==> config.mk <==
export PLATFORM = sky130hd
export DESIGN_NAME = ofc_window
export DESIGN_NICKNAME = d
export VERILOG_FILES = /design/src/rtl/ofc_pkg.sv /design/src/rtl/ofc_window.sv
export VERILOG_INCLUDE_DIRS = /design/src /design/src/rtl
export SDC_FILE = /design/constraint.sdc
export NUM_CORES = 1
export LEC_CHECK = 0
export BUFFER_PORTS_ARGS = -buffer_cell sky130_fd_sc_hd__buf_2
export CAP_MARGIN = 20
export CORE_AREA = 2 2 70 139
export CTS_CLUSTER_SIZE = 20
export DETAILED_ROUTE_END_ITERATION = 8
export DIE_AREA = 0 0 72 141
export GPL_TIMING_DRIVEN = 0
export PLACE_DENSITY_LB_ADDON = 0.25
export SYNTH_ARGS = -nofsm -noshare
export SYNTH_HDL_FRONTEND = slang
export SYNTH_SLANG_ARGS = --single-unit
==> constraint.sdc <==
create_clock -name clk -period 4.7 [get_ports clk]
set_input_delay 0.235 -clock clk [delete_from_list [all_inputs] [get_ports clk]]
set_output_delay 0.235 -clock clk [all_outputs]
set_load 0.01 [all_outputs]
==> src/rtl/occupancy_frontier_cell_classifier_macros.svh <==
// Assertion macros shared by the classifier modules.
`ifndef OCCUPANCY_FRONTIER_CELL_CLASSIFIER_MACROS_SVH
`define OCCUPANCY_FRONTIER_CELL_CLASSIFIER_MACROS_SVH

`ifndef SYNTHESIS
`define OFC_ASSERT_IMP(label, clk, rst, ante, cons) \
  label: assert property (@(posedge clk) disable iff (rst) (ante) |-> (cons)) \
    else $error("ofc assertion failed");
`define OFC_ASSERT_NEXT(label, clk, rst, ante, cons) \
  label: assert property (@(posedge clk) disable iff (rst) (ante) |=> (cons)) \
    else $error("ofc assertion failed");
`else
`define OFC_ASSERT_IMP(label, clk, rst, ante, cons)
`define OFC_ASSERT_NEXT(label, clk, rst, ante, cons)
`endif

`endif

==> src/rtl/ofc_pkg.sv <==
package ofc_pkg;

  localparam int MAX_WIDTH_DEF  = 4096;
  localparam int MAX_HEIGHT_DEF = 4096;

  localparam int VAL_W     = 8;
  localparam int BOUND_W   = 7;
  localparam int IDX_W     = 24;
  localparam int CFG_W     = 13;
  localparam int CFG_IDX_W = 2;

  localparam logic [CFG_IDX_W-1:0] REG_GRID_WIDTH      = 2'd0;
  localparam logic [CFG_IDX_W-1:0] REG_GRID_HEIGHT     = 2'd1;
  localparam logic [CFG_IDX_W-1:0] REG_UNEXPLORED_LOW  = 2'd2;
  localparam logic [CFG_IDX_W-1:0] REG_UNEXPLORED_HIGH = 2'd3;

  localparam logic [CFG_W-1:0]   GRID_WIDTH_RST      = 13'd4096;
  localparam logic [CFG_W-1:0]   GRID_HEIGHT_RST     = 13'd4096;
  localparam logic [BOUND_W-1:0] UNEXPLORED_LOW_RST  = 7'd30;
  localparam logic [BOUND_W-1:0] UNEXPLORED_HIGH_RST = 7'd65;

  localparam logic signed [VAL_W-1:0] FREE_MAX    = 8'sd30;
  localparam logic signed [VAL_W-1:0] UNKNOWN_VAL = -8'sd1;

  typedef struct packed {
    logic signed [VAL_W-1:0] cell_value;
    logic                    drain;
  } cell_t;

  typedef struct packed {
    logic [IDX_W-1:0] cell_index;
    logic             frontier;
    logic             frame_end;
  } result_t;

  typedef struct packed {
    logic [BOUND_W-1:0] low;
    logic [BOUND_W-1:0] high;
  } bounds_t;

  // Per-item position flags worked out when the item enters.
  typedef struct packed {
    logic produce;
    logic last;
    logic has_l;
    logic has_r;
    logic has_t;
    logic has_b;
  } scan_ctl_t;

  function automatic logic is_unmapped(logic signed [VAL_W-1:0] v, bounds_t b);
    logic signed [VAL_W:0] vx;
    logic signed [VAL_W:0] lo;
    logic signed [VAL_W:0] hi;
    vx = {v[VAL_W-1], v};
    lo = $signed({2'b00, b.low});
    hi = $signed({2'b00, b.high});
    return (v == UNKNOWN_VAL) || ((vx > lo) && (vx < hi));
  endfunction

  function automatic logic is_free(logic signed [VAL_W-1:0] v);
    return !v[VAL_W-1] && (v <= FREE_MAX);
  endfunction

endpackage

==> src/rtl/ofc_window.sv <==
`include "occupancy_frontier_cell_classifier_macros.svh"

module ofc_window (
  input  logic                           clk,
  input  logic                           rst,
  input  logic                           restart,
  input  logic                           fire,
  input  logic signed [ofc_pkg::VAL_W-1:0] fresh,
  input  ofc_pkg::scan_ctl_t             ctl,
  input  ofc_pkg::bounds_t               bounds,
  input  logic [2*ofc_pkg::VAL_W-1:0]    rdata,
  output logic [2*ofc_pkg::VAL_W-1:0]    wdata,
  output ofc_pkg::result_t               res
);

  localparam int IW = ofc_pkg::IDX_W;

  // win[0..2]: left column top/mid/bottom, win[3..5]: center column.
  logic signed [ofc_pkg::VAL_W-1:0] win [6];
  logic signed [ofc_pkg::VAL_W-1:0] right0, right1, right2;
  logic [ofc_pkg::IDX_W-1:0]        pos;
  logic                             hit;

  assign right0 = $signed(rdata[2*ofc_pkg::VAL_W-1:ofc_pkg::VAL_W]);
  assign right1 = $signed(rdata[ofc_pkg::VAL_W-1:0]);
  assign right2 = fresh;
  assign wdata  = {right1, fresh};

  always_comb begin
    hit = 1'b0;
    if (ctl.has_l && ofc_pkg::is_unmapped(win[1], bounds)) hit = 1'b1;
    if (ctl.has_l && ctl.has_t && ofc_pkg::is_unmapped(win[0], bounds)) hit = 1'b1;
    if (ctl.has_l && ctl.has_b && ofc_pkg::is_unmapped(win[2], bounds)) hit = 1'b1;
    if (ctl.has_r && ofc_pkg::is_unmapped(right1, bounds)) hit = 1'b1;
    if (ctl.has_r && ctl.has_t && ofc_pkg::is_unmapped(right0, bounds)) hit = 1'b1;
    if (ctl.has_r && ctl.has_b && ofc_pkg::is_unmapped(right2, bounds)) hit = 1'b1;
    if (ctl.has_t && ofc_pkg::is_unmapped(win[3], bounds)) hit = 1'b1;
    if (ctl.has_b && ofc_pkg::is_unmapped(win[5], bounds)) hit = 1'b1;
  end

  assign res.cell_index = pos;
  assign res.frontier   = ofc_pkg::is_free(win[4]) && hit;
  assign res.frame_end  = ctl.last;

  always_ff @(posedge clk) begin
    if (rst || restart || (fire && ctl.last)) begin
      for (int i = 0; i < 6; i++) begin
        win[i] <= '0;
      end
      pos <= '0;
    end else if (fire) begin
      win[0] <= win[3];
      win[1] <= win[4];
      win[2] <= win[5];
      win[3] <= right0;
      win[4] <= right1;
      win[5] <= right2;
      if (ctl.produce) begin
        pos <= pos + IW'(1);
      end
    end
  end

  `OFC_ASSERT_NEXT(a_pos_clear, clk, rst, fire && ctl.last, pos == '0)
  `OFC_ASSERT_NEXT(a_pos_hold, clk, rst, !fire && !restart, $stable(pos))

endmodule

==> impl_summary.txt <==
----------------------------------------------------
[Layout]
  Count of antenna diodes in the layout ... 0
  Most frequent standard cell in the layout excluding fill and tap cells ... ha_1
  Number of nets in the final layout ... 817
  Share of post-route cells with drive strength above 1 ... 0.197
  Commonest cells after routing, fill and taps aside ... ha_1 (105), buf_2 (89), edfxtp_1 (48)
  Seq. cell area ... 1920 um^2
  Layout fillers ... 729
  Area growth from synthesis to layout ... 16.1%
  Non-filler instance count after layout ... 773
  Area occupied by multi-input gates ... 3310 um^2

[Route]
  First-pass DRT Iterations ... 4
  Uppermost routed layer ... met4
  Average wire per cell in the routed design ... 17.1 um
  Vias per Instance ... 5.90
  Number of design rule violations left after detail routing ... 0
  Vias after detailed routing ... 4557
  Detailed route wirelength on metal3 ... 643 um
  DRC marker count from the first detailed-route iteration ... 244
  Number of nets with antenna violations after routing ... 0
  Post-route met1 wirelength ... 5480 um
  Wirelength, routed ... 13300 um
  Met2 routed WL ... 6750 um

[Timing]
  Min cycle time layout ... 3.07 ns
  Final hold violations ... 0
  Normalized max-slew margin ... 0.421
  Transition time at the pin with the least slew margin ... 0.847 ns
  Final count of negative-setup-slack endpoints ... 0
  Post-route clock period utilization ... 0.653
  Number of pins exceeding their max-slew limit in the final report ... 0
  Sum of negative setup slack ... 0 ns
  Unrepaired setup endpoints after global routing ... no
  Achievable frequency ... 0.326 GHz
  Worst clock skew ... 0.00548 ns

[Pwr]
  Register share of total power ... 0.435
  Switching share of total power ... 0.267
  NetSw ... 0.000440 W
  Internal power ... 0.00121 W
  Clock power share ... 0.396
  Part of the total power dissipated in combinational logic ... 0.170
  Static power due to leakage ... 3.03 nW
  Power per unit of standard cell area ... 258 nW/um^2
  Worst vdd ir ... 220 uV

[Synthesis]
  Number of flops mapped to enable cells by yosys ... 48
  Synth Flop Type ... edfxtp_1
  Gate count after technology mapping ... 563
  Count of different cell masters after synthesis ... 52
  Share of async-settable or async-resettable flops after synthesis ... 0
  Area of the mapped netlist ... 5510 um^2
  Flip-flop and latch count after synthesis ... 72
  Average cell area after synthesis ... 9.79 um^2
  Syn. warnings ... 0
  Synth Net Count ... 716
  Share of the yosys chip area belonging to registers ... 0.349

[Min path]
  Hold/Removal Path Class ... in2reg

[Global route]
  Wire length of the first global-routing pass ... 21300 um
  Number of global-route vias before repair ... 4375
  Number of antenna violations at the first check in global routing ... 0
  Total overflow reported by the global router ... 0
  Global router's overall resource usage ... 0.274
  Pin count of the biggest net entering global routing ... 47

[Clocking]
  Total clock sinks ... 72
  Number of post-CTS setup repair buffers ... 0
  Clock-pin slew on the worst setup and hold paths ... 0.06 ns
  Root buffer cell ... clkbuf_16
  Hold bufs inserted after CTS ... 0
  Clock latency reported for the late side of the worst-skew pair ... 0.33 ns
  Count of H-tree levels built during CTS ... 3
  Gates resized, CTS repair ... 0
  CTS tree ... done
  Worst-case clock buffer depth ... 2
  Inserted Clock Buffers ... 9

[Floorplanning]
  Std-Cell Core Area ... 9200 um^2
  Die Area ... 10200 um^2
  Die span in x ... 72 um
  Num rows ... 50
  Die Span Y ... 141 um
  Top-Level Pins ... 90
  Starting utilization of the core area ... 0.599

[Critical path]
  Crit end category ... output pin
  Largest fanout on the critical path ... 8
  CP Launch Type ... input pin
  Crit path DAT ... 2.83 ns
  Required time at the worst-slack endpoint ... 4.47 ns
  Worst setup path category ... in2out

[Placed design]
  Placed instance count ... 757
  Buffers added on ports ... 89
  Routability-driven placement congestion ratio ... 0.887
  DP HPWL ... 9570 um

[Run]
  Max_cap viols ... 0

[Outcome]
  Run status ... completed

----------------------------------------------------
[power by group through the flow]
stage / sequential (W) / combinational, W / clock, W
global placement: 0.000729 / 0.000263 / 0
global route: 0.000719 / 0.000318 / 0.000687
finish: 0.000717 / 0.000280 / 0.000652
CTS: 0.000716 / 0.000279 / 0.000660
floorplan: 0.000723 / 0.000178 / 0
detailed placement: 0.000729 / 0.000276 / 0
[logic make-up after synthesis]
family                     synth area share
adders and majority gates             0.238
xor gates and xnor gates             0.0334
AOI/OAI and AO/OA                     0.121
and+or+nand+nor                       0.205
DFF                                   0.349
buffers and inverters                0.0517
muxes                               0.00182
[path summary, 6_finish.rpt]
check / start / endpoint / slack (ns) / cells after the start
min reg2reg: pos[5]$_SDFFE_PP0P_ / pos[5]$_SDFFE_PP0P_ / 0.53 / 2
max: bounds[8] / res[1] / 1.63 / 11
min: rdata[15] / win[3][7]$_SDFFCE_PN0P_ / 0.23 / 2
max reg2reg: pos[3]$_SDFFE_PP0P_ / pos[22]$_SDFFE_PP0P_ / 2.95 / 7
[area by class of cell]
class                   instances  share of cell area
plain buffers                  25              0.0252
multi-input cells             433               0.517
flip-flops and latches         72               0.300
well taps                     104              0.0203
repair buffers                 90              0.0727
clock buffers                  11              0.0397
clock inverters                 5             0.00586
inverters                      33              0.0194
[worst max-delay path: stages]
cell      delay (ns)
buf_2           0.10
inv_1           0.40
ha_1            0.34
nor2b_1         0.13
o211ai_1        0.16
a21oi_1         0.08
o311ai_0        0.62
nand4_1         0.27
a22oi_1         0.24
o21ai_1         0.10
buf_2           0.15
[per-stage QoR]
| step | hold slack, ns | util | setup slack (ns) | instance area (um^2) | total power [W] |
|---|---|---|---|---|---|
| after floorplan | 0.433 | - | 2.60 | 5510 | 0.000900 |
| after global placement | 0.509 | 0.662 | 1.72 | 6090 | 0.000992 |
| after detailed placement | 0.512 | 0.664 | 1.66 | 6110 | 0.00101 |
| after CTS | 0.219 | 0.696 | 1.66 | 6400 | 0.00165 |
| after global routing | 0.241 | 0.696 | 1.63 | 6400 | 0.00172 |
| final | 0.231 | 0.696 | 1.63 | 6400 | 0.00165 |
[metal layers]
| layer | vias to the layer above | global-route usage |
|---|---|---|
| li1 | 2274 | - |
| met1 | 2124 | 0.340 |
| met2 | 130 | 0.473 |
| met3 | 29 | 0.0343 |
| met4 | 0 | 0.111 |
| met5 | - | 0 |
[state kept, by name (all words and copies together) (netlist names)]
signal / cells
win: 48
pos: 24
[synth_stat cells, types with 2 or more instances]
| library cell | number | area (um^2) |
|---|---|---|
| nand4_4 | 2 | 42.5 |
| edfxtp_1 | 48 | 1440 |
| and2_1 | 47 | 294 |
| xnor2_1 | 6 | 52.6 |
| inv_1 | 32 | 120 |
| o21a_1 | 4 | 30.0 |
| o221ai_1 | 3 | 26.3 |
| a41oi_1 | 4 | 35.0 |
| o22ai_1 | 4 | 25.0 |
| a21o_1 | 9 | 67.6 |
| nor3b_1 | 4 | 30.0 |
| clkbuf_1 | 7 | 26.3 |
| nor4b_1 | 2 | 17.5 |
| o211ai_1 | 5 | 37.5 |
| nand2_1 | 25 | 93.8 |
| o21ai_0 | 22 | 110 |
| nand3_1 | 17 | 85.1 |
| and3_1 | 4 | 25.0 |
| buf_4 | 18 | 135 |
| nor4_1 | 2 | 12.5 |
| a21oi_1 | 28 | 140 |
| nor3_1 | 9 | 45.0 |
| nor2_1 | 45 | 169 |
| dfxtp_1 | 24 | 480 |
| o21bai_1 | 3 | 22.5 |
| xor2_1 | 15 | 131 |
| or3_1 | 4 | 25.0 |
| o311ai_0 | 4 | 35.0 |
| a2111oi_0 | 5 | 43.8 |
| nand4_1 | 21 | 131 |
| nor2b_1 | 10 | 62.6 |
| ha_1 | 105 | 1310 |
| nand4b_1 | 4 | 35.0 |
| a211oi_1 | 3 | 22.5 |
No activity file was read; power rests on OpenSTA's default activity.
