$ cat src/rtl/occupancy_frontier_cell_classifier_macros.svh
// Assertion macros shared by the classifier modules.
`ifndef OCCUPANCY_FRONTIER_CELL_CLASSIFIER_MACROS_SVH
`define OCCUPANCY_FRONTIER_CELL_CLASSIFIER_MACROS_SVH

`ifndef SYNTHESIS
`define OFC_ASSERT_IMP(label, clk, rst, ante, cons) \
  label: assert property (@(posedge clk) disable iff (rst) (ante) |-> (cons)) \
    else $error("ofc assertion failed");
`define OFC_ASSERT_NEXT(label, clk, rst, ante, cons) \
  label: assert property (@(posedge clk) disable iff (rst) (ante) |=> (cons)) \
    else $error("ofc assertion failed");
`else
`define OFC_ASSERT_IMP(label, clk, rst, ante, cons)
`define OFC_ASSERT_NEXT(label, clk, rst, ante, cons)
`endif

`endif

$ cat src/rtl/ofc_pkg.sv
package ofc_pkg;

  localparam int MAX_WIDTH_DEF  = 4096;
  localparam int MAX_HEIGHT_DEF = 4096;

  localparam int VAL_W     = 8;
  localparam int BOUND_W   = 7;
  localparam int IDX_W     = 24;
  localparam int CFG_W     = 13;
  localparam int CFG_IDX_W = 2;

  localparam logic [CFG_IDX_W-1:0] REG_GRID_WIDTH      = 2'd0;
  localparam logic [CFG_IDX_W-1:0] REG_GRID_HEIGHT     = 2'd1;
  localparam logic [CFG_IDX_W-1:0] REG_UNEXPLORED_LOW  = 2'd2;
  localparam logic [CFG_IDX_W-1:0] REG_UNEXPLORED_HIGH = 2'd3;

  localparam logic [CFG_W-1:0]   GRID_WIDTH_RST      = 13'd4096;
  localparam logic [CFG_W-1:0]   GRID_HEIGHT_RST     = 13'd4096;
  localparam logic [BOUND_W-1:0] UNEXPLORED_LOW_RST  = 7'd30;
  localparam logic [BOUND_W-1:0] UNEXPLORED_HIGH_RST = 7'd65;

  localparam logic signed [VAL_W-1:0] FREE_MAX    = 8'sd30;
  localparam logic signed [VAL_W-1:0] UNKNOWN_VAL = -8'sd1;

  typedef struct packed {
    logic signed [VAL_W-1:0] cell_value;
    logic                    drain;
  } cell_t;

  typedef struct packed {
    logic [IDX_W-1:0] cell_index;
    logic             frontier;
    logic             frame_end;
  } result_t;

  typedef struct packed {
    logic [BOUND_W-1:0] low;
    logic [BOUND_W-1:0] high;
  } bounds_t;

  // Per-item position flags worked out when the item enters.
  typedef struct packed {
    logic produce;
    logic last;
    logic has_l;
    logic has_r;
    logic has_t;
    logic has_b;
  } scan_ctl_t;

  function automatic logic is_unmapped(logic signed [VAL_W-1:0] v, bounds_t b);
    logic signed [VAL_W:0] vx;
    logic signed [VAL_W:0] lo;
    logic signed [VAL_W:0] hi;
    vx = {v[VAL_W-1], v};
    lo = $signed({2'b00, b.low});
    hi = $signed({2'b00, b.high});
    return (v == UNKNOWN_VAL) || ((vx > lo) && (vx < hi));
  endfunction

  function automatic logic is_free(logic signed [VAL_W-1:0] v);
    return !v[VAL_W-1] && (v <= FREE_MAX);
  endfunction

endpackage

$ cat src/rtl/ofc_scan.sv
`include "occupancy_frontier_cell_classifier_macros.svh"

module ofc_scan #(
  parameter int MAX_WIDTH  = ofc_pkg::MAX_WIDTH_DEF,
  parameter int MAX_HEIGHT = ofc_pkg::MAX_HEIGHT_DEF
) (
  input  logic                            clk,
  input  logic                            rst,
  input  logic                            restart,
  input  logic                            accept,
  input  logic [$clog2(MAX_WIDTH+1)-1:0]  width,
  input  logic [$clog2(MAX_HEIGHT+1)-1:0] height,
  output logic [$clog2(MAX_WIDTH)-1:0]    col,
  output ofc_pkg::scan_ctl_t              ctl
);

  localparam int CW = $clog2(MAX_WIDTH);
  localparam int RW = $clog2(MAX_HEIGHT + 2);

  logic [RW-1:0] row;
  logic [31:0]   c32, r32, w32, h32;

  assign c32 = 32'(col);
  assign r32 = 32'(row);
  assign w32 = 32'(width);
  assign h32 = 32'(height);

  // Flags for the cell centered one row and one column behind this item.
  always_comb begin
    ctl.produce = (r32 >= 32'd2) || ((r32 == 32'd1) && (c32 >= 32'd1));
    ctl.last    = (r32 == h32 + 32'd1) && (c32 == 32'd0);
    ctl.has_l   = (c32 >= 32'd2) || ((c32 == 32'd0) && (w32 > 32'd1));
    ctl.has_r   = (c32 >= 32'd1);
    ctl.has_t   = (c32 >= 32'd1) ? (r32 >= 32'd2) : (r32 >= 32'd3);
    ctl.has_b   = (c32 >= 32'd1) ? (r32 < h32) : (r32 <= h32);
  end

  always_ff @(posedge clk) begin
    if (rst || restart) begin
      col <= '0;
      row <= '0;
    end else if (accept) begin
      if (ctl.last) begin
        col <= '0;
        row <= '0;
      end else if (c32 + 32'd1 >= w32) begin
        col <= '0;
        row <= RW'(r32 + 32'd1);
      end else begin
        col <= CW'(c32 + 32'd1);
      end
    end
  end

  `OFC_ASSERT_NEXT(a_scan_wrap, clk, rst, accept && ctl.last && !restart, col == '0 && row == '0)
  `OFC_ASSERT_IMP(a_last_produces, clk, rst, ctl.last, ctl.produce)
  `OFC_ASSERT_IMP(a_col_in_grid, clk, rst, 1'b1, c32 < w32)

endmodule

$ cat config.mk
export PLATFORM = sky130hd
export DESIGN_NAME = ofc_scan
export DESIGN_NICKNAME = d
export VERILOG_FILES = /design/src/rtl/ofc_pkg.sv /design/src/rtl/ofc_scan.sv
export VERILOG_INCLUDE_DIRS = /design/src /design/src/rtl
export SDC_FILE = /design/constraint.sdc
export NUM_CORES = 1
export LEC_CHECK = 0
export BUFFER_PORTS_ARGS = -buffer_cell sky130_fd_sc_hd__buf_2
export CAP_MARGIN = 20
export CORE_ASPECT_RATIO = 1.2
export CORE_UTILIZATION = 40
export CTS_BUF_LIST = sky130_fd_sc_hd__clkbuf_8 sky130_fd_sc_hd__clkbuf_16
export DETAILED_ROUTE_END_ITERATION = 10
export SLEW_MARGIN = 40
export SYNTH_ARGS = -nofsm -noshare
export SYNTH_HDL_FRONTEND = slang
export SYNTH_SLANG_ARGS = --single-unit
export TNS_END_PERCENT = 1
$ cat constraint.sdc
create_clock -name clk -period 10.7 [get_ports clk]
set_clock_uncertainty 0.05 [all_clocks]
set_input_delay 0.535 -clock clk [delete_from_list [all_inputs] [get_ports clk]]
set_output_delay 0.535 -clock clk [all_outputs]
set_load 0.005 [all_outputs]
==> results.cfg, run 1 <==
[die]
num_io_pins = 48
coreArea_um2 = 6530
die_w_um = 77.6
rows = 32
die_h_um = 92.8
start_util = 0.421
fp.dieArea_um2 = 7200

[clock_tree]
post_cts_buffers = 0
clkSinkCount = 25
path_clk_slew_ns = 0.08
cts_resized = 0
cts_root_buf = clkbuf_8
cts_tree = built
cts_buffer_depth = 2
clock_latency_ns = 0.26
cts_buffers = 3
postCtsHoldBufs = 0
htreeDepth = 1

[power_and_ir_drop]
p_sw_w = 0.0000520
p_leak_nw = 1.48
netSwitchingFraction = 0.277
p_int_w = 0.000136
power_density_nw_per_um2 = 61.0
peakVddDrop_uv = 39.2
power_frac_seq = 0.499
p_clk_frac = 0.289
p_comb_frac = 0.212

[final_layout]
fin_area_um2 = 3070
final_cell_mix = buf_2 (47), ha_1 (34), inv_1 (32)
layout.nets = 454
layout_commonest_cell = buf_2
syn_to_final_growth_pct = 11.9
finish.utilization = 0.471
drive_gt1_frac = 0.167
n_antenna_cell = 0

[critical_path]
cp.required_ns = 10.84
worstPathArrival_ns = 4.05
worstPathMaxFanout = 13
critical_path_class = reg2reg
worstSetupEndpointType = flop
critPathLaunchType = flop

[route]
viasPerCell = 5.53
avgRoutedWirePerCell_um = 13.9
ant_nets = 0
drc = 0
drt_wl_total_um = 6600
firstDrtPassIters = 4
via_count = 2621
drt_iter0_markers = 74

[sta]
hold_viol = 0
setup_viol = 0
max_clock_freq_mhz = 256
maxSlewHeadroom = 0.538
post-route-min-period_ns = 3.90
slew_viol_final = 0
setup_tns_ns = 0
whs_ns = 0.499
worst_slack_ns = 6.80
rsz0062_at_grt = false
timing.final.crit_share = 0.365
tightest_slew_ns = 0.693

[worst_hold_path]
hold_path.class = reg2reg

[synthesis]
yosysUniqueCellTypes = 59
synth_top_flop_cell = dfxtp_1
syn-num-nets = 414
postSynthCellCount = 350
synth_edf_count = 0
synth_top_cell_by_area = dfxtp_1
synth_area_leaders = dfxtp_1 (18%), ha_1 (15%), xor2_1 (6.7%)
yosysSeqAreaShare = 0.182
avgSynthCellArea_um2 = 7.85
synth.top_cell.area_share = 0.182
yosys_warnings = 0
synthArstFlopShare = 0
netlist_area_um2 = 2750
synth_seq_cells = 25

[run]
max_cap_viol_count = 0

[global_routing]
grt.total_usage = 0.191
antenna_found_initial = 0
overflow = 0
grt_pass1_vias = 2464
grt_pass1_wl_um = 11200
grt_max_degree = 25

[placement]
gp_congestion = 0.800
post-place-ws_ns = 6.81
portBuffers = 47
dp_hpwl_um = 5360
dpl_cell_area_um2 = 3030

[outcome]
status = finished, final reports clean
[sequential cells by signal (all words and copies together), names as in the netlist]
name	count
col	12
row	13
[worst max-delay path, stage by stage, from the launching register on]
cell and delay, ns:
dfxtp_1 0.46, and3_1 0.26, and3_1 0.22, and3_1 0.22, and3_1 0.23, nand3_1 0.11
xnor2_1 0.17, ha_1 0.30, and4_1 0.17, nand3_1 0.08, or4_1 0.46, a31oi_1 0.18
buf_4 0.22, and2_1 0.37, nand3_1 0.16, o22ai_1 0.16
[path summary, 6_finish.rpt]
path | end | depth (start not counted) | startpoint | slack [ns]
setup / recovery | row[1] | 15 | col[0] | 6.80
hold / removal | col[1] | 2 | col[1] | 0.50
setup reg to reg | row[1] | 15 | col[0] | 6.80
hold reg to reg | col[1] | 2 | col[1] | 0.50
[power groups by stage]
stage,Combinational (W),Sequential [W],Clock (W)
finish,0.0000397,0.0000937,0.0000542
CTS,0.0000401,0.0000937,0.0000576
global placement,0.0000394,0.0000958,0
global route,0.0000451,0.0000938,0.0000609
floorplan,0.0000249,0.0000958,0
detailed placement,0.0000398,0.0000959,0
[cell type report]
type / instances / area (µm²)
multi-input combinational: 279 / 2050
inverter: 32 / 120
tap: 85 / 106
clock buffer: 3 / 41.3
sequential: 25 / 500
fill: 673 / 3450
clock inverter: 1 / 3.75
timing repair buffer: 49 / 250
[cells by family after synthesis]
group / count (synthesis) / share of synthesized area
AO/OA/AOI/OAI: 53 / 0.152
XOR/XNOR: 28 / 0.0893
buffers and inverters: 46 / 0.0715
AND/OR/NAND/NOR: 151 / 0.302
multiplexers: 13 / 0.0487
adder cells (fa/ha/maj): 34 / 0.155
flip-flops: 25 / 0.182
[per-layer routing]
metal	vias to the layer above	track usage	wire length, µm
li1	1358	-	-
met1	1198	0.227	2970
met2	59	0.372	3390
met3	6	0.0118	184
met4	0	0.0377	60
met5	-	0	0
[cell usage after synthesis, types with 3 or more instances]
master    instances
nor3_1            8
o21a_1            4
and2_1            7
nand2b_1          6
nand3_1          12
clkbuf_1          8
nand2_1          30
ha_1             34
nor4_1           14
mux2_2            3
nor2_1           19
mux2i_1          10
nand4_1          17
and3_1           17
xnor2_1           7
a21oi_1           5
o31ai_1           3
xor2_1           21
inv_1            31
dfxtp_1          25
o21ai_0           4
or3_1             3
a31oi_1          12
a31o_1            3
[metrics by stage]
step / power (W) / cells
final: 0.000188 / 474
after global routing: 0.000200 / 474
after CTS: 0.000191 / 474
after detailed placement: 0.000136 / 470
after global placement: 0.000135 / 470
after floorplan: 0.000121 / 350
Note: power is estimated with default switching activity, not from simulation.
==> run 2: changes to the inputs <==
clock period = 3.75 ns   (was 10.7 ns; I/O delays follow)
==> run 2 against run 1 <==
  * Worst setup slack got worse by 6.5 ns
  * Critical endpoint is now row[10]
  * Global-route usage is 0.98 points higher
  * Sequential share of layout area decreased by 0.51 points
==> results.cfg, run 2 (same netlist as run 1, synthesis figures left out) <==
[clock_tree]
cts_buffer_depth = 2
path_clk_slew_ns = 0.09
htreeDepth = 1
cts_buffers = 3
clkSinkCount = 25
cts_root_buf = clkbuf_8
cts_tree = built
clock_latency_ns = 0.27

[global_routing]
grt_pass1_vias = 2531
grt_pass1_wl_um = 11700
overflow = 0
antenna_found_initial = 0
grt_max_degree = 22
grt.total_usage = 0.201

[power_and_ir_drop]
power_frac_seq = 0.482
netSwitchingFraction = 0.293
power_density_nw_per_um2 = 174
p_leak_nw = 1.53
p_clk_frac = 0.301
peakVddDrop_uv = 105
p_int_w = 0.000391
p_comb_frac = 0.217
p_sw_w = 0.000162

[final_layout]
multi_input_area_um2 = 2080
final_cells = 483
top_register = row
layout_commonest_cell = buf_2
fillers = 655
register_area_um2 = 502
largest_register_ffs = 13
n_antenna_cell = 0
drive_gt1_frac = 0.198
layout.nets = 463
final_cell_mix = buf_2 (47), ha_1 (34), inv_1 (32)
reg.largest.list = row: 13 flops, col: 12 flops
finish.utilization = 0.487
fin_area_um2 = 3180
syn_to_final_growth_pct = 15.8

[sta]
post-route-min-period_ns = 3.49
whs_ns = 0.314
setup_tns_ns = 0
hold_viol = 0
max_clock_freq_mhz = 286
setup_viol = 0
timing.final.crit_share = 0.931
maxSlewHeadroom = 0.483
slew_viol_final = 0
tightest_slew_ns = 0.772
rsz0062_at_grt = false

[placement]
dpl_cell_area_um2 = 3090
placed_cells = 478
portBuffers = 47
dp_hpwl_um = 5510
gp_congestion = 0.819

[die]
rows = 32
die_h_um = 92.8
num_io_pins = 48
die_w_um = 77.6
start_util = 0.421
coreArea_um2 = 6530
fp.dieArea_um2 = 7200

[critical_path]
worstSetupEndpointType = flop
critical_path_class = reg2reg
reg2reg_from = col[0]
cp.required_ns = 3.91
crit_path_start = col[0]
critPathLaunchType = flop
reg2regPathDepth = 14
worstPathArrival_ns = 3.65
worstPathMaxFanout = 10

[route]
viasPerCell = 5.51
via_count = 2659
drt_iter0_markers = 61
avgRoutedWirePerCell_um = 14.3
ant_nets = 0
firstDrtPassIters = 4
drc = 0
drt_wl_total_um = 6880

[worst_hold_path]
min-delay-start = accept
hold_path.class = in2reg
hold_depth = 4

[outcome]
status = finished, final reports clean

[run]
max_cap_viol_count = 0
==> run 2: power by group through the flow <==
stage	sequential, W	clock [W]	combinational [W]
after global routing	0.000267	0.000179	0.000136
after CTS	0.000267	0.000169	0.000117
after detailed placement	0.000273	0	0.000116
after floorplan	0.000273	0	0.0000712
final	0.000267	0.000167	0.000120
after global placement	0.000273	0	0.000115
==> run 2: cell type report <==
| type | count | share of cell area |
|---|---|---|
| Multi-Input combinational cell | 279 | 0.653 |
| Inverter | 32 | 0.0378 |
| Sequential cell | 25 | 0.158 |
| Clock buffer | 3 | 0.0130 |
| Tap cell | 85 | 0.0334 |
| Timing Repair Buffer | 58 | 0.104 |
| Clock inverter | 1 | 0.00118 |
==> run 2: per-layer routing <==
metal / up-vias / GRT usage / share of wire
met5: - / 0 / 0
met4: 0 / 0.0566 / 0.015
met3: 9 / 0.0108 / 0.024
met2: 50 / 0.374 / 0.50
met1: 1225 / 0.246 / 0.46
li1: 1375 / - / -
==> run 2: worst paths after layout <==
kind | endpoint | slack [ns]
setup / recovery | row[10] | 0.26
hold / removal | col[6] | 0.31
setup reg to reg | row[10] | 0.26
hold reg to reg | row[8] | 0.51
==> run 2: what timing repair did <==
action                                  CTS  global route
resized for setup                         0             6
hold buffers                              0             0
endpoints found under the setup margin    0            23
buffers inserted                          0             1
==> run 2: metrics by stage <==
| stage | worst slack, ns | total power (W) |
|---|---|---|
| 6_report | 0.258 | 0.000554 |
| 5_1_grt | 0.00546 | 0.000582 |
| 4_1_cts | 0.0345 | 0.000553 |
| 3_5_place_dp | 0.0446 | 0.000389 |
| 3_3_place_gp | 0.165 | 0.000388 |
| 2_1_floorplan | 0.139 | 0.000345 |
==> run 2: critical path, cell delays in order (launching register included) <==
cell and delay, ns:
dfxtp_1 0.40, and3_1 0.20, and3_1 0.19, and3_1 0.23, and3_1 0.22, nand3_1 0.10, xnor2_1 0.17, ha_1 0.31
and4_1 0.16, nand3_1 0.08, or4_1 0.52, a31oi_4 0.21, and2_2 0.29, nand4_1 0.12, mux2i_1 0.16
