$ cat src/rtl/occupancy_frontier_cell_classifier_macros.svh
// Assertion macros shared by the classifier modules.
`ifndef OCCUPANCY_FRONTIER_CELL_CLASSIFIER_MACROS_SVH
`define OCCUPANCY_FRONTIER_CELL_CLASSIFIER_MACROS_SVH

`ifndef SYNTHESIS
`define OFC_ASSERT_IMP(label, clk, rst, ante, cons) \
  label: assert property (@(posedge clk) disable iff (rst) (ante) |-> (cons)) \
    else $error("ofc assertion failed");
`define OFC_ASSERT_NEXT(label, clk, rst, ante, cons) \
  label: assert property (@(posedge clk) disable iff (rst) (ante) |=> (cons)) \
    else $error("ofc assertion failed");
`else
`define OFC_ASSERT_IMP(label, clk, rst, ante, cons)
`define OFC_ASSERT_NEXT(label, clk, rst, ante, cons)
`endif

`endif

$ cat src/rtl/ofc_pkg.sv
package ofc_pkg;

  localparam int MAX_WIDTH_DEF  = 4096;
  localparam int MAX_HEIGHT_DEF = 4096;

  localparam int VAL_W     = 8;
  localparam int BOUND_W   = 7;
  localparam int IDX_W     = 24;
  localparam int CFG_W     = 13;
  localparam int CFG_IDX_W = 2;

  localparam logic [CFG_IDX_W-1:0] REG_GRID_WIDTH      = 2'd0;
  localparam logic [CFG_IDX_W-1:0] REG_GRID_HEIGHT     = 2'd1;
  localparam logic [CFG_IDX_W-1:0] REG_UNEXPLORED_LOW  = 2'd2;
  localparam logic [CFG_IDX_W-1:0] REG_UNEXPLORED_HIGH = 2'd3;

  localparam logic [CFG_W-1:0]   GRID_WIDTH_RST      = 13'd4096;
  localparam logic [CFG_W-1:0]   GRID_HEIGHT_RST     = 13'd4096;
  localparam logic [BOUND_W-1:0] UNEXPLORED_LOW_RST  = 7'd30;
  localparam logic [BOUND_W-1:0] UNEXPLORED_HIGH_RST = 7'd65;

  localparam logic signed [VAL_W-1:0] FREE_MAX    = 8'sd30;
  localparam logic signed [VAL_W-1:0] UNKNOWN_VAL = -8'sd1;

  typedef struct packed {
    logic signed [VAL_W-1:0] cell_value;
    logic                    drain;
  } cell_t;

  typedef struct packed {
    logic [IDX_W-1:0] cell_index;
    logic             frontier;
    logic             frame_end;
  } result_t;

  typedef struct packed {
    logic [BOUND_W-1:0] low;
    logic [BOUND_W-1:0] high;
  } bounds_t;

  // Per-item position flags worked out when the item enters.
  typedef struct packed {
    logic produce;
    logic last;
    logic has_l;
    logic has_r;
    logic has_t;
    logic has_b;
  } scan_ctl_t;

  function automatic logic is_unmapped(logic signed [VAL_W-1:0] v, bounds_t b);
    logic signed [VAL_W:0] vx;
    logic signed [VAL_W:0] lo;
    logic signed [VAL_W:0] hi;
    vx = {v[VAL_W-1], v};
    lo = $signed({2'b00, b.low});
    hi = $signed({2'b00, b.high});
    return (v == UNKNOWN_VAL) || ((vx > lo) && (vx < hi));
  endfunction

  function automatic logic is_free(logic signed [VAL_W-1:0] v);
    return !v[VAL_W-1] && (v <= FREE_MAX);
  endfunction

endpackage

$ cat src/rtl/ofc_cfg.sv
module ofc_cfg #(
  parameter int MAX_WIDTH  = ofc_pkg::MAX_WIDTH_DEF,
  parameter int MAX_HEIGHT = ofc_pkg::MAX_HEIGHT_DEF
) (
  input  logic                           clk,
  input  logic                           rst,
  input  logic                           cfg_we,
  input  logic [ofc_pkg::CFG_IDX_W-1:0]  cfg_index,
  input  logic [ofc_pkg::CFG_W-1:0]      cfg_data,
  output logic [$clog2(MAX_WIDTH+1)-1:0]  width,
  output logic [$clog2(MAX_HEIGHT+1)-1:0] height,
  output ofc_pkg::bounds_t               bounds,
  output logic                           restart
);

  localparam int WW = $clog2(MAX_WIDTH + 1);
  localparam int HW = $clog2(MAX_HEIGHT + 1);

  // Sizes are stored already clamped to 1..max.
  function automatic logic [WW-1:0] clamp_w(logic [ofc_pkg::CFG_W-1:0] raw);
    logic [31:0] r;
    r = 32'(raw);
    if (r == 32'd0) return WW'(1);
    if (r > 32'(MAX_WIDTH)) return WW'(MAX_WIDTH);
    return WW'(r);
  endfunction

  function automatic logic [HW-1:0] clamp_h(logic [ofc_pkg::CFG_W-1:0] raw);
    logic [31:0] r;
    r = 32'(raw);
    if (r == 32'd0) return HW'(1);
    if (r > 32'(MAX_HEIGHT)) return HW'(MAX_HEIGHT);
    return HW'(r);
  endfunction

  assign restart = cfg_we && ((cfg_index == ofc_pkg::REG_GRID_WIDTH) ||
                              (cfg_index == ofc_pkg::REG_GRID_HEIGHT));

  always_ff @(posedge clk) begin
    if (rst) begin
      width       <= clamp_w(ofc_pkg::GRID_WIDTH_RST);
      height      <= clamp_h(ofc_pkg::GRID_HEIGHT_RST);
      bounds.low  <= ofc_pkg::UNEXPLORED_LOW_RST;
      bounds.high <= ofc_pkg::UNEXPLORED_HIGH_RST;
    end else if (cfg_we) begin
      unique case (cfg_index)
        ofc_pkg::REG_GRID_WIDTH:      width       <= clamp_w(cfg_data);
        ofc_pkg::REG_GRID_HEIGHT:     height      <= clamp_h(cfg_data);
        ofc_pkg::REG_UNEXPLORED_LOW:  bounds.low  <= cfg_data[ofc_pkg::BOUND_W-1:0];
        ofc_pkg::REG_UNEXPLORED_HIGH: bounds.high <= cfg_data[ofc_pkg::BOUND_W-1:0];
        default: ;
      endcase
    end
  end

endmodule

$ cat config.mk
export PLATFORM = sky130hd
export DESIGN_NAME = ofc_cfg
export DESIGN_NICKNAME = d
export VERILOG_FILES = /design/src/rtl/occupancy_frontier_cell_classifier_macros.svh /design/src/rtl/ofc_pkg.sv /design/src/rtl/ofc_cfg.sv
export SDC_FILE = /design/constraint.sdc
export NUM_CORES = 1
export LEC_CHECK = 0
export BUFFER_PORTS_ARGS = -buffer_cell sky130_fd_sc_hd__buf_2
export CAP_MARGIN = 20
export CORE_ASPECT_RATIO = 1.25
export CORE_MARGIN = 2
export CORE_UTILIZATION = 40
export DETAILED_ROUTE_END_ITERATION = 8
export HOLD_SLACK_MARGIN = 0.03
export PLACE_DENSITY = 0.67
export SLEW_MARGIN = 20
export SYNTH_ARGS = -nofsm -noshare
export SYNTH_HDL_FRONTEND = slang
export SYNTH_SLANG_ARGS = --single-unit
$ cat constraint.sdc
create_clock -name clk -period 2.6 [get_ports clk]
set_clock_uncertainty 0.1 [all_clocks]
set_input_delay 0.52 -clock clk [delete_from_list [all_inputs] [get_ports clk]]
set_output_delay 0.52 -clock clk [all_outputs]
set_load 0.05 [all_outputs]
==> results of run 1 <==
sequential cells by signal (all words and copies together), names as in the netlist:
register and count:
height 13, bounds 14, width 13
final cells by class:
cell class	count	area share, %
Clock buffer	8	4.61
Inverter	4	0.768
Sequential cell	40	41.0
Timing Repair Buffer	58	14.9
Tap cell	54	3.46
Multi-Input combinational cell	135	35.3
worst max-delay path by stage:
| stage | start | slack (ns) | end |
|---|---|---|---|
| 6_report | cfg_index[1] | 0.85 | restart |
| 3_5_place_dp | cfg_index[1] | 0.85 | restart |
| 2_1_floorplan | cfg_index[1] | 1.11 | restart |
| 5_1_grt | cfg_index[1] | 0.83 | restart |
| 3_3_place_gp | cfg_index[1] | 0.86 | restart |
| 4_1_cts | cfg_index[1] | 0.85 | restart |
stage by stage:
step | power [W] | instances | util (%) | area, um^2
final | 0.00123 | 299 | 51.6 | 1950
after floorplan | 0.000787 | 191 | - | 1590
after detailed placement | 0.000835 | 291 | 49.3 | 1860
after CTS | 0.00125 | 299 | 51.6 | 1950
after global routing | 0.00129 | 299 | 51.6 | 1950
after global placement | 0.000833 | 291 | 49.3 | 1860
cell usage in the layout, fill, tap and decap left out, types with 2 or more instances in the layout:
cell,count
a211o_1,4
a21oi_1,27
a311oi_1,2
buf_2,58
clkbuf_1,2
clkbuf_8,6
dfxtp_1,40
inv_1,4
mux2i_1,3
nand2_1,61
nand3_1,2
nand3b_1,6
nor2_1,9
nor2b_1,11
nor4_1,3
cell usage after synthesis (all sizes together):
| library cell | count |
|---|---|
| a21oi | 27 |
| nand3b | 6 |
| nor2b | 11 |
| nor2 | 9 |
| nand2 | 62 |
| dfxtp | 40 |
| inv | 4 |
| and2b | 1 |
| nor3b | 1 |
| and3 | 1 |
| a211o | 4 |
| nand3 | 2 |
| a311oi | 2 |
| buf | 7 |
| clkbuf | 5 |
| or3b | 1 |
| and3b | 1 |
| nor4 | 3 |
| nand2b | 1 |
| mux2i | 3 |
per-layer routing:
metal / GRT usage [%] / share of wire [%] / up-vias
met5: 0 / 0 / -
met4: 6.67 / 1.7 / 0
met3: 6.61 / 6.5 / 6
met2: 27.5 / 46 / 41
met1: 23.1 / 46 / 647
li1: - / - / 731
worst max-delay path, stage by stage:
cell and delay (ns):
buf_2 0.15, and2b_2 0.21, buf_2 0.25
cell families after synthesis:
group                  after synthesis  synth area share [%]
DFF                                 40                  50.4
buffers and inverters               16                  6.07
and+or+nand+nor                     99                  29.8
AOI/OAI and AO/OA                   33                  11.8
muxes                                3                  1.89
power by group:
group          internal [W]  switching (W)  leakage, nW
Clock              0.000216       0.000198       0.0455
Sequential         0.000631     0.00000889        0.325
Combinational     0.0000476       0.000132        0.499
Total              0.000895       0.000339        0.869
==> impl_metrics.tcl, run 1 <==
set metrics [dict create \
    ir_drop_v 0.000315 \
    drv_slew 0 \
    grt_setup_unrepaired "no" \
    netlist_area_um2 1590 \
    area_delta_synth_final_pct 23.1 \
    hold_viol 0 \
    worstMarginPinSlew_ns 0.685 \
    ctsRootBufferMaster "clkbuf_8" \
    critPathArrivalTime_ns 1.13 \
    power_density_nw_per_um2 631 \
    cts_buffer_depth 2 \
    drt_iter0_markers 53 \
    fin_nets 262 \
    syn_inst 191 \
    post_cts_buffers 0 \
    grt_max_degree 41 \
    fin_setup_tns_ns 0 \
    core_um2 3780 \
    yosysTopAreaCell "dfxtp_1" \
    syn_nets 209 \
    synth_top_cell_area_share_pct 50.4 \
    cts.clk_slew.worst_paths_ns 0.07 \
    cts_tree "done" \
    dp_hpwl_um 2670 \
    rows 25 \
    start_kind "primary input" \
    grt_overflow 0 \
    die_area_um2 4490 \
    timing.rr.start "width[0]$_SDFFE_PP0P_" \
    yosysSeqAreaShare_pct 50.4 \
    port_buffers 58 \
    worstRegToRegCells 2 \
    drv_cap 0 \
    ios 59 \
    routabilityCongestion 0.738 \
    synth_cell_type_count 23 \
    hp-class "reg2reg" \
    ys_top_cells_by_area "dfxtp_1 (50%), nand2_1 (14%), a21oi_1 (8.5%), nor2b_1 (4.3%), buf_6 (2.8%)" \
    totalWireLength_um 3670 \
    post-route-min-period_ns 1.75 \
    crit_type "in2out" \
    r2r_slack_ns 1.76 \
    die_h_um 74.4 \
    syn_area_per_cell_um2 8.31 \
    min_path_cells 2 \
    ys.warnings.count 0 \
    fmax_mhz 573 \
    cp.required_ns 1.98 \
    finalSetupViolCount 0 \
    timing.hold.ws_ns 0.351 \
    drive_gt1_share_pct 28.2 \
    grt_pass1_wl_um 5970 \
    cts_buffers 5 \
    clock_sinks 40 \
    clk_latency_ns 0.29 \
    finalCritPeriodShare_pct 67.2 \
    n_antenna_cell 0 \
    avgRoutedWirePerCell_um 12.3 \
    cts-htree-levels 2 \
    grt_usage_pct 18.0 \
    cts_hold_buf 0 \
    r2r-end "width[0]$_SDFFE_PP0P_" \
    post_cts_resized 0 \
    start_util_pct 42.0 \
    route.vias.total 1425 \
    drc 0 \
    pre_cts_ws_ns 0.852 \
    relSlewSlack_pct 54.3 \
    status "finished clean" \
    multi_input_area_um2 691 \
    vias_per_cell 4.77 \
    end_kind "output port" \
    min_from "width[10]$_SDFFE_PP0P_" \
    firstDrtPassIters 4 \
    leakagePower_nw 0.869 \
    ant_nets 0 \
    fin_ws_ns 0.854 \
    die_w_um 60.4 \
    antenna_found_initial 0 \
    synth-seq-cells 40 \
    hold_path_end "width[10]$_SDFFE_PP0P_" \
    first_global_vias 1316 \
    fillCellCount 396 \
    cp_max_fo 8 \
    seq_area_um2 801 \
]
Note: power is estimated with default switching activity, not from simulation.
==> run 2, diff against run 1 <==
==> constraint.sdc (replaced) <==
create_clock -name clk -period 1.7 [get_ports clk]
set_clock_uncertainty 0.1 [all_clocks]
set_input_delay 0.34 -clock clk [delete_from_list [all_inputs] [get_ports clk]]
set_output_delay 0.34 -clock clk [all_outputs]
set_load 0.05 [all_outputs]
==> run 2 against run 1 <==
- final cell count increased by 2.0%
- register-to-register slack got worse by 0.87 ns
- wire length rose by 2.6%
- largest cell class unchanged
==> impl_metrics.tcl, run 2 (synthesis gave the netlist of run 1 again) <==
set metrics [dict create \
    totalWireLength_um 3770 \
    route.vias.total 1450 \
    ctsRootBufferMaster "clkbuf_8" \
    fin_ws_ns 0.319 \
    grt_usage_pct 18.8 \
    cp_max_fo 8 \
    worstRegToRegCells 2 \
    finalCritPeriodShare_pct 81.2 \
    post_cts_resized 0 \
    ir_drop_v 0.000505 \
    die_h_um 74.4 \
    rows 25 \
    hold_viol 0 \
    fin_setup_tns_ns 0 \
    port_buffers 58 \
    power_density_nw_per_um2 954 \
    die_w_um 60.4 \
    ant_nets 0 \
    grt_max_degree 41 \
    largest_reg_flops 14 \
    cp_cell_sequence "buf_2, and2b_2, buf_2" \
    slowest_stage "buf_2" \
    grt_overflow 0 \
    grt_pass1_wl_um 6150 \
    start_kind "primary input" \
    status "finished clean" \
    grt_setup_unrepaired "no" \
    antenna_found_initial 0 \
    cp.required_ns 1.26 \
    worstMarginPinSlew_ns 0.285 \
    vias_per_cell 4.75 \
    die_area_um2 4490 \
    drv_slew 0 \
    cts_buffers 5 \
    avgRoutedWirePerCell_um 12.3 \
    ios 59 \
    leakagePower_nw 0.902 \
    drv_cap 0 \
    drive_gt1_share_pct 30.3 \
    mostFrequentLayoutCell "nand2_1" \
    drt_iter0_markers 48 \
    min_from "cfg_data[4]" \
    first_global_vias 1365 \
    r2r-end "width[0]$_SDFFE_PP0P_" \
    cts-htree-levels 2 \
    pre_cts_ws_ns 0.300 \
    drc 0 \
    n_antenna_cell 0 \
    clock_sinks 40 \
    dp_cells 297 \
    seq_area_um2 801 \
    critPathArrivalTime_ns 0.94 \
    end_kind "output port" \
    finalSetupViolCount 0 \
    cts_hold_buf 0 \
    fmax_mhz 724 \
    cts_buffer_depth 2 \
    routabilityCongestion 0.777 \
    timing.hold.ws_ns 0.207 \
    hp-class "in2reg" \
    power_w 0.00192 \
    clk_latency_ns 0.30 \
    crit_path_max_incr_delay_ns 0.25 \
    relSlewSlack_pct 80.8 \
    stdcell_count 305 \
    hold_path_end "bounds[4]$_SDFFE_PP0P_" \
    fillCellCount 398 \
    top_regs "bounds: 14 flops, height: 13 flops, width: 13 flops" \
    timing.rr.start "width[0]$_SDFFE_PP0P_" \
    r2r_slack_ns 0.89 \
    start_util_pct 42.0 \
    crit_type "in2out" \
    area_delta_synth_final_pct 27.0 \
    post-route-min-period_ns 1.38 \
    fin_nets 268 \
    post_cts_buffers 0 \
    cts_tree "done" \
    firstDrtPassIters 5 \
    path_common_cell "buf_2" \
    regMostFlops "bounds" \
    dp_hpwl_um 2660 \
    mostFrequentLayoutCells "nand2_1 (61), buf_2 (58), dfxtp_1 (40)" \
    min_path_cells 3 \
    cts.clk_slew.worst_paths_ns 0.08 \
    core_um2 3780 \
    multi_input_area_um2 691 \
]
-- run 2: cell count changes in the layout (fill, tap and decap cells not counted) --
cell	change
buf_4	+5
clkbuf_1	-1
buf_12	+1
clkinvlp_4	+1
-- run 2: power by group --
group	internal, W	total [W]	switching (W)
logic	0.0000835	0.000288	0.000204
clock network	0.000330	0.000656	0.000326
registers	0.000965	0.000979	0.0000139
total	0.00138	0.00192	0.000544
-- run 2: worst max-delay path, delay by kind of cell --
kind,cells,cell delay (ns)
AND/OR/NAND/NOR,1,0.21
buffers and inverters,2,0.40
-- run 2: stage by stage --
| stage | util (%) | area (um^2) |
|---|---|---|
| global route | 53.3 | 2020 |
| global placement | 50.8 | 1920 |
| CTS | 53.3 | 2020 |
| detailed placement | 50.8 | 1920 |
| floorplan | - | 1590 |
| finish | 53.3 | 2020 |
-- run 2: worst max-delay path by stage --
stage            startpoint                      to  slack, ns  cells after the start
2_1_floorplan  cfg_index[1]  width[10]$_SDFFE_PP0P_       0.48                      4
3_3_place_gp    cfg_data[4]   width[0]$_SDFFE_PP0P_       0.29                      4
3_5_place_dp    cfg_data[4]   width[0]$_SDFFE_PP0P_       0.30                      4
4_1_cts        cfg_index[1]                 restart       0.32                      3
5_1_grt        cfg_index[1]                 restart       0.30                      3
6_report       cfg_index[1]                 restart       0.32                      3
-- run 2: per-layer routing --
| metal | track usage, % | vias up | wire length (um) |
|---|---|---|---|
| li1 | - | 745 | - |
| met1 | 23.1 | 655 | 1740 |
| met2 | 29.0 | 44 | 1700 |
| met3 | 7.30 | 6 | 258 |
| met4 | 8.15 | 0 | 62 |
| met5 | 0 | - | 0 |
-- run 2: area by class of cell --
class,count,area share (%)
multi-input cells,135,34.3
repair buffers,64,17.3
clock buffers,7,4.28
clock inverters,1,0.372
well taps,54,3.35
flip-flops and latches,40,39.7
inverters,4,0.745
